## config.mk

```make
export PLATFORM = sky130hd
export DESIGN_NAME = length_prefixed_deframer
export DESIGN_NICKNAME = d
export VERILOG_FILES = /design/src/rtl/lpd_pkg.sv /design/src/rtl/length_prefixed_deframer.sv /design/src/rtl/lpd_parser.sv /design/src/rtl/lpd_out_reg.sv
export SDC_FILE = /design/constraint.sdc
export NUM_CORES = 1
export LEC_CHECK = 0
export ABC_AREA = 1
export ABC_CLOCK_PERIOD_IN_PS = 3370
export BUFFER_PORTS_ARGS = -buffer_cell sky130_fd_sc_hd__buf_2
export CORE_UTILIZATION = 45
export DETAILED_ROUTE_END_ITERATION = 10
export SLEW_MARGIN = 20
export SYNTH_ARGS = -nofsm -noshare
export SYNTH_HDL_FRONTEND = slang
export SYNTH_SLANG_ARGS = --single-unit
```

## constraint.sdc

```tcl
create_clock -name clk -period 3.37 [get_ports clk]
set_input_delay 0.674 -clock clk [delete_from_list [all_inputs] [get_ports clk]]
set_output_delay 0.674 -clock clk [all_outputs]
set_load 0.02 [all_outputs]
```

## src/rtl/lpd_pkg.sv

```systemverilog
`timescale 1ns / 1ps
//------------------------------------------------------------------------------
// lpd_pkg
// Shared types and constants for the length-prefixed message deframer.
//------------------------------------------------------------------------------
package lpd_pkg;

	localparam int unsigned ByteW  = 8;
	localparam int unsigned FieldW = 16;
	localparam int unsigned HdrW   = 24;

	localparam logic [FieldW-1:0] MaxLengthReset = 16'd2048;

	typedef enum logic [1:0] {
		PH_HEADER = 2'd0,
		PH_BODY   = 2'd1,
		PH_HALTED = 2'd2
	} phase_t;

	typedef enum logic [1:0] {
		KIND_BODY    = 2'd0,
		KIND_EMPTY   = 2'd1,
		KIND_BAD_ID  = 2'd2,
		KIND_BAD_LEN = 2'd3
	} kind_t;

	typedef struct packed {
		kind_t             kind;
		logic [FieldW-1:0] msg_id;
		logic [ByteW-1:0]  body_byte;
		logic              last;
	} result_t;

endpackage

```

## src/rtl/length_prefixed_deframer.sv

```systemverilog
`timescale 1ns / 1ps
`default_nettype none
//------------------------------------------------------------------------------
// length_prefixed_deframer
// Splits a byte stream into messages with a 4-byte id/length header.
//------------------------------------------------------------------------------
// Usage:
//   s_axis carries one stream byte per transfer in tdata[7:0].
//   m_axis carries results: tdata holds msg_id[15:0] and body_byte[23:16],
//   tuser the kind (body byte, empty message, bad id, bad length), tlast the
//   final byte of a body or empty message. Only header byte 4 can give a result.
//   cfg_we/cfg_wdata write the length limit (reset 2048); write only while idle.
//   Path: a byte's transfer loads the input register; its parse outcome, if
//   any, enters the result register when that register moves or is empty.
//   Throughput: one byte per cycle while the receiver does not stall.
//   A stalled receiver holds the result register; the input register still
//   takes a byte while it is empty or the result register moves or is empty.
//   Reset clears the parser to header phase and empties both registers;
//   after an error result all bytes are dropped until reset.
//------------------------------------------------------------------------------
module length_prefixed_deframer (
	input  wire logic        clk,
	input  wire logic        arst_n,
	input  wire logic        s_axis_tvalid,
	output      logic        s_axis_tready,
	input  wire logic [7:0]  s_axis_tdata,   // data_byte[7:0]
	output      logic        m_axis_tvalid,
	input  wire logic        m_axis_tready,
	output      logic [23:0] m_axis_tdata,   // msg_id[15:0], body_byte[23:16]
	output      logic [1:0]  m_axis_tuser,   // kind[1:0]
	output      logic        m_axis_tlast,
	input  wire logic        cfg_we,
	input  wire logic [15:0] cfg_wdata
);

	logic                         valid_s1;
	logic [lpd_pkg::ByteW-1:0]    byte_s1;
	logic [lpd_pkg::FieldW-1:0]   len_limit_q;
	logic                         advance;
	logic                         res_valid;
	lpd_pkg::result_t             res;

	assign advance       = !m_axis_tvalid || m_axis_tready;
	assign s_axis_tready = !valid_s1 || advance;

	always_ff @(posedge clk or negedge arst_n) begin
		if (!arst_n) begin
			len_limit_q <= lpd_pkg::MaxLengthReset;
		end else if (cfg_we) begin
			len_limit_q <= cfg_wdata;
		end
	end

	always_ff @(posedge clk or negedge arst_n) begin
		if (!arst_n) begin
			valid_s1 <= 1'b0;
		end else if (s_axis_tready) begin
			valid_s1 <= s_axis_tvalid;
		end
	end

	always_ff @(posedge clk) begin
		if (s_axis_tvalid && s_axis_tready) begin
			byte_s1 <= s_axis_tdata;
		end
	end

	lpd_parser u_parser (
		.clk        (clk),
		.arst_n     (arst_n),
		.step       (valid_s1 && advance),
		.data_byte  (byte_s1),
		.len_limit  (len_limit_q),
		.res_valid  (res_valid),
		.res        (res)
	);

	lpd_out_reg u_out_reg (
		.clk           (clk),
		.arst_n        (arst_n),
		.advance       (advance),
		.res_valid     (res_valid),
		.res           (res),
		.m_axis_tvalid (m_axis_tvalid),
		.m_axis_tdata  (m_axis_tdata),
		.m_axis_tuser  (m_axis_tuser),
		.m_axis_tlast  (m_axis_tlast)
	);

endmodule
`default_nettype wire

```

## src/rtl/lpd_parser.sv

```systemverilog
`timescale 1ns / 1ps
`default_nettype none
//------------------------------------------------------------------------------
// lpd_parser
// Header collection, limit checks and body counting; one byte per step.
//------------------------------------------------------------------------------
module lpd_parser (
	input  wire logic                           clk,
	input  wire logic                           arst_n,
	input  wire logic                           step,
	input  wire logic [lpd_pkg::ByteW-1:0]      data_byte,
	input  wire logic [lpd_pkg::FieldW-1:0]     len_limit,
	output      logic                           res_valid,
	output      lpd_pkg::result_t               res
);

	lpd_pkg::phase_t                 phase_q, phase_n;
	logic [1:0]                      count_q, count_n;
	logic [lpd_pkg::HdrW-1:0]        store_q, store_n;
	logic [lpd_pkg::FieldW-1:0]      id_q, id_n;
	logic [lpd_pkg::FieldW-1:0]      remaining_q, remaining_n;

	logic [lpd_pkg::FieldW-1:0]      hdr_id;
	logic [lpd_pkg::FieldW-1:0]      hdr_len;
	logic                            hdr_done;
	logic                            body_end;

	assign hdr_id   = store_q[lpd_pkg::HdrW-1:lpd_pkg::ByteW];
	assign hdr_len  = {store_q[lpd_pkg::ByteW-1:0], data_byte};
	assign hdr_done = (count_q == 2'd3);
	assign body_end = (remaining_q == lpd_pkg::FieldW'(1));

	always_comb begin
		phase_n     = phase_q;
		count_n     = count_q;
		store_n     = store_q;
		id_n        = id_q;
		remaining_n = remaining_q;
		if (step) begin
			unique case (phase_q)
				lpd_pkg::PH_HEADER: begin
					if (!hdr_done) begin
						store_n = {store_q[lpd_pkg::HdrW-lpd_pkg::ByteW-1:0], data_byte};
						count_n = count_q + 2'd1;
					end else begin
						store_n = '0;
						count_n = '0;
						if ((hdr_id > len_limit) || (hdr_len > len_limit)) begin
							phase_n = lpd_pkg::PH_HALTED;
						end else if (hdr_len != '0) begin
							id_n        = hdr_id;
							remaining_n = hdr_len;
							phase_n     = lpd_pkg::PH_BODY;
						end
					end
				end
				lpd_pkg::PH_BODY: begin
					remaining_n = remaining_q - lpd_pkg::FieldW'(1);
					if (body_end) begin
						phase_n = lpd_pkg::PH_HEADER;
					end
				end
				default: begin
					phase_n = phase_q;
				end
			endcase
		end
	end

	always_comb begin
		res_valid     = 1'b0;
		res.kind      = lpd_pkg::KIND_BODY;
		res.msg_id    = hdr_id;
		res.body_byte = '0;
		res.last      = 1'b0;
		if (step) begin
			unique case (phase_q)
				lpd_pkg::PH_HEADER: begin
					if (hdr_done) begin
						priority if (hdr_id > len_limit) begin
							res_valid = 1'b1;
							res.kind  = lpd_pkg::KIND_BAD_ID;
						end else if (hdr_len > len_limit) begin
							res_valid = 1'b1;
							res.kind  = lpd_pkg::KIND_BAD_LEN;
						end else if (hdr_len == '0) begin
							res_valid = 1'b1;
							res.kind  = lpd_pkg::KIND_EMPTY;
							res.last  = 1'b1;
						end else begin
							res_valid = 1'b0;
						end
					end
				end
				lpd_pkg::PH_BODY: begin
					res_valid     = 1'b1;
					res.kind      = lpd_pkg::KIND_BODY;
					res.msg_id    = id_q;
					res.body_byte = data_byte;
					res.last      = body_end;
				end
				default: begin
					res_valid = 1'b0;
				end
			endcase
		end
	end

	always_ff @(posedge clk or negedge arst_n) begin
		if (!arst_n) begin
			phase_q     <= lpd_pkg::PH_HEADER;
			count_q     <= '0;
			store_q     <= '0;
			id_q        <= '0;
			remaining_q <= '0;
		end else begin
			phase_q     <= phase_n;
			count_q     <= count_n;
			store_q     <= store_n;
			id_q        <= id_n;
			remaining_q <= remaining_n;
		end
	end

endmodule
`default_nettype wire

```

## src/rtl/lpd_out_reg.sv

```systemverilog
`timescale 1ns / 1ps
`default_nettype none
//------------------------------------------------------------------------------
// lpd_out_reg
// Result register driving the master stream; holds a result until taken.
//------------------------------------------------------------------------------
module lpd_out_reg (
	input  wire logic             clk,
	input  wire logic             arst_n,
	input  wire logic             advance,
	input  wire logic             res_valid,
	input  wire lpd_pkg::result_t res,
	output      logic             m_axis_tvalid,
	output      logic [23:0]      m_axis_tdata,  // msg_id[15:0], body_byte[23:16]
	output      logic [1:0]       m_axis_tuser,  // kind[1:0]
	output      logic             m_axis_tlast
);

	logic             valid_s2;
	lpd_pkg::result_t res_s2;

	always_ff @(posedge clk or negedge arst_n) begin
		if (!arst_n) begin
			valid_s2 <= 1'b0;
		end else if (advance) begin
			valid_s2 <= res_valid;
		end
	end

	always_ff @(posedge clk) begin
		if (advance && res_valid) begin
			res_s2 <= res;
		end
	end

	assign m_axis_tvalid = valid_s2;
	assign m_axis_tdata  = {res_s2.body_byte, res_s2.msg_id};
	assign m_axis_tuser  = res_s2.kind;
	assign m_axis_tlast  = res_s2.last;

endmodule
`default_nettype wire
```

==> results.ini <==
[outcome]
outcome=finished clean

[floorplanning]
num_rows=40
core_um2=12200
die_y_um=114
io_pins=58
die_area_um2=13100
start_util_pct=46.8
chipWidth_um=114

[clocking]
post-cts-setup-buffer-count=0
cts_buffer_depth=2
htree_levels=4
cts_tree=built
ctsResizeCount=0
clk_latency_ns=0.42
cts.sinks=113
clkSlewWorstSetupHoldPaths_ns=0.05
postCtsHoldBufs=0
cts-root-buf=clkbuf_16
cts_buffers=17

[worst_setup_path]
cp_data_required_time_ns=3.67
path_class=flip-flop to flip-flop
cp-end-kind=flip-flop
arrival_ns=2.99
startpoint_type=flip-flop
cp_max_fo=21

[final_layout]
area_delta_synth_final_pct=18.8
final_cell_mix=175 x nand2_1, 77 x dfrtp_1, 56 x buf_2
final_common_cell=nand2_1
nNetsFinal=764
n_antenna_cell=0
drive_gt1_share_pct=17.4

[logic_synthesis]
ys_ff_latch=113
ys_seq_area_share_pct=52.8
avgSynthCellArea_um2=8.90
synth_edf_count=35
yosysWarnings=0
syn-num-nets=704
netlist_instances=640
netlist_area_um2=5690
yosys.cell_types.count=37
ys.flop_type=dfrtp_1
synth_top_area_cell=dfrtp_1
synthArstFlopShare_pct=69.0
post-synth-top-area-fraction_pct=33.8
synth.area.top_cells=dfrtp_1 34%, edfxtp_1 18%, nand2_1 12%

[sta]
slew_headroom_pct=40.4
fin_crit_sh_pct=79.8
fin_tns_setup_ns=0
setup_viol=0
hold_viol=0
slew_viol_final=0
min_period_ns=2.69
clock.fmax_ghz=0.372
worst_pin_slew_ns=0.891
rsz0062_at_grt=false
worst_clock_skew_ns=0.0108

[worst_hold_path]
hold_path.class=input port to asynchronous set/reset pin

[drt]
drt_iter0_drc=412
via_per_inst=5.19
wl_per_cell_um=15.3
vias=4569
drtAntennaViolNets=0
drt_wl_total_mm=13.4
drt_first_pass_iters=5
route.detailed.drc=0

[global_route]
gr-total-overflow=0
grt_pass1_vias=4301
antenna_found_initial=0
grt_pass1_wl_mm=22.3
grt_usage_pct=22.7
grt_max_degree=79

[placement]
post-dp-hpwl_mm=9.60
io_buffers=57
gp_congestion=0.844

[power]
p_clk_share_pct=53.3
ir_worst_vdd_mv=0.378
power_density_nw_per_um2=529
p_switching_mw=0.766
power_frac_seq_pct=40.6
p_total_mw=3.58
p_leak_nw=3.31
internal_power_mw=2.81
combPwrFrac_pct=6.1
p_sw_share_pct=21.4

[run]
drv_cap=0

[registers in the layout (all words and copies together) (netlist names)]
signal and cells:
u_out_reg.m_axis_tlast 1, u_out_reg.m_axis_tdata 24, len_limit_q 16, u_parser.count_q 2, u_parser.store_q 24, u_out_reg.m_axis_tvalid 1, u_parser.remaining_q 16, byte_s1 8
u_parser.id_q 16, valid_s1 1, u_out_reg.m_axis_tuser 2, u_parser.phase_q 2
[kinds of logic after synthesis]
family | Yosys count | share of synthesized area [%]
flip-flops | 113 | 52.8
AO/OA/AOI/OAI | 102 | 10.0
XOR/XNOR | 3 | 0.462
multiplexers | 1 | 0.198
buffers and inverters | 95 | 6.70
adder cells (fa/ha/maj) | 35 | 7.69
AND/OR/NAND/NOR | 291 | 22.1
[power by group through the flow]
stage / clock, mW / combinational (mW) / sequential (mW)
2_1_floorplan: 0 / 0.138 / 1.47
3_3_place_gp: 0 / 0.210 / 1.48
3_5_place_dp: 0 / 0.218 / 1.48
4_1_cts: 1.93 / 0.220 / 1.45
5_1_grt: 1.98 / 0.253 / 1.45
6_report: 1.91 / 0.217 / 1.45
[worst paths after layout]
check / startpoint / to / slack, ns / depth (start not counted)
min in group clk: s_axis_tdata[2] / byte_s1[2] / 0.43 / 1
setup / recovery: len_limit_q[11] / u_parser.remaining_q[11] / 0.68 / 12
max in group asynchronous: arst_n / u_parser.remaining_q[12] / 2.57 / 1
hold / removal: arst_n / len_limit_q[7] / 0.27 / 1
hold reg to reg: u_parser.id_q[0] / u_parser.id_q[0] / 0.47 / 2
setup reg to reg: len_limit_q[11] / u_parser.remaining_q[11] / 0.68 / 12
[metrics by stage]
stage / utilization, % / std cells / area [µm²] / worst slack, ns / hold WS [ns]
finish: 55.6 / 881 / 6770 / 0.682 / 0.273
global route: 55.6 / 881 / 6770 / 0.457 / 0.329
CTS: 55.6 / 881 / 6760 / 0.699 / 0.425
detailed placement: 50.4 / 849 / 6130 / 0.723 / 0.459
global placement: 50.4 / 849 / 6130 / 0.780 / 0.455
floorplan: - / 640 / 5690 / 0.716 / 0.378
[metal layers]
layer,global-route usage (%),vias up,part of all wire [%]
met5,0,-,0
met4,9.35,0,2.2
met3,4.61,23,5.0
met2,34.7,144,45
met1,31.7,2142,48
li1,-,2260,-
[layout make-up]
| class | instances | area, µm² |
|---|---|---|
| Inverter | 74 | 283 |
| Sequential cell | 113 | 3000 |
| Multi-Input combinational cell | 432 | 2310 |
| Timing Repair Buffer | 62 | 329 |
| Fill cell | 1078 | 5400 |
| Tap cell | 168 | 210 |
| Clock buffer | 22 | 475 |
| Clock inverter | 10 | 156 |
[critical path, stage by stage, from the launching register on]
cell and delay [ns]:
dfstp_2 0.51, inv_1 0.06, ha_1 0.32, nand4_1 0.11
nor3_1 0.24, nand3_1 0.14, nand2_1 0.12, buf_4 0.25
nand2_1 0.13, nand2_2 0.33, nand2_4 0.21, nand2_1 0.10
nand2_1 0.05
[synthesized netlist by cell type (2+ instances only)]
cell type,instances
nor2_1,51
o21ai_1,3
nor2_4,3
o21ai_0,44
ha_1,35
a21oi_1,20
a22oi_1,2
buf_6,2
nand4_1,24
clkbuf_1,14
buf_2,4
a31oi_1,2
inv_1,51
inv_2,22
edfxtp_1,35
xor2_1,2
dfrtp_1,77
nand3_1,28
nand2_1,175
o22ai_1,28
nor3_1,2
Power figures use the tool's default switching activity.
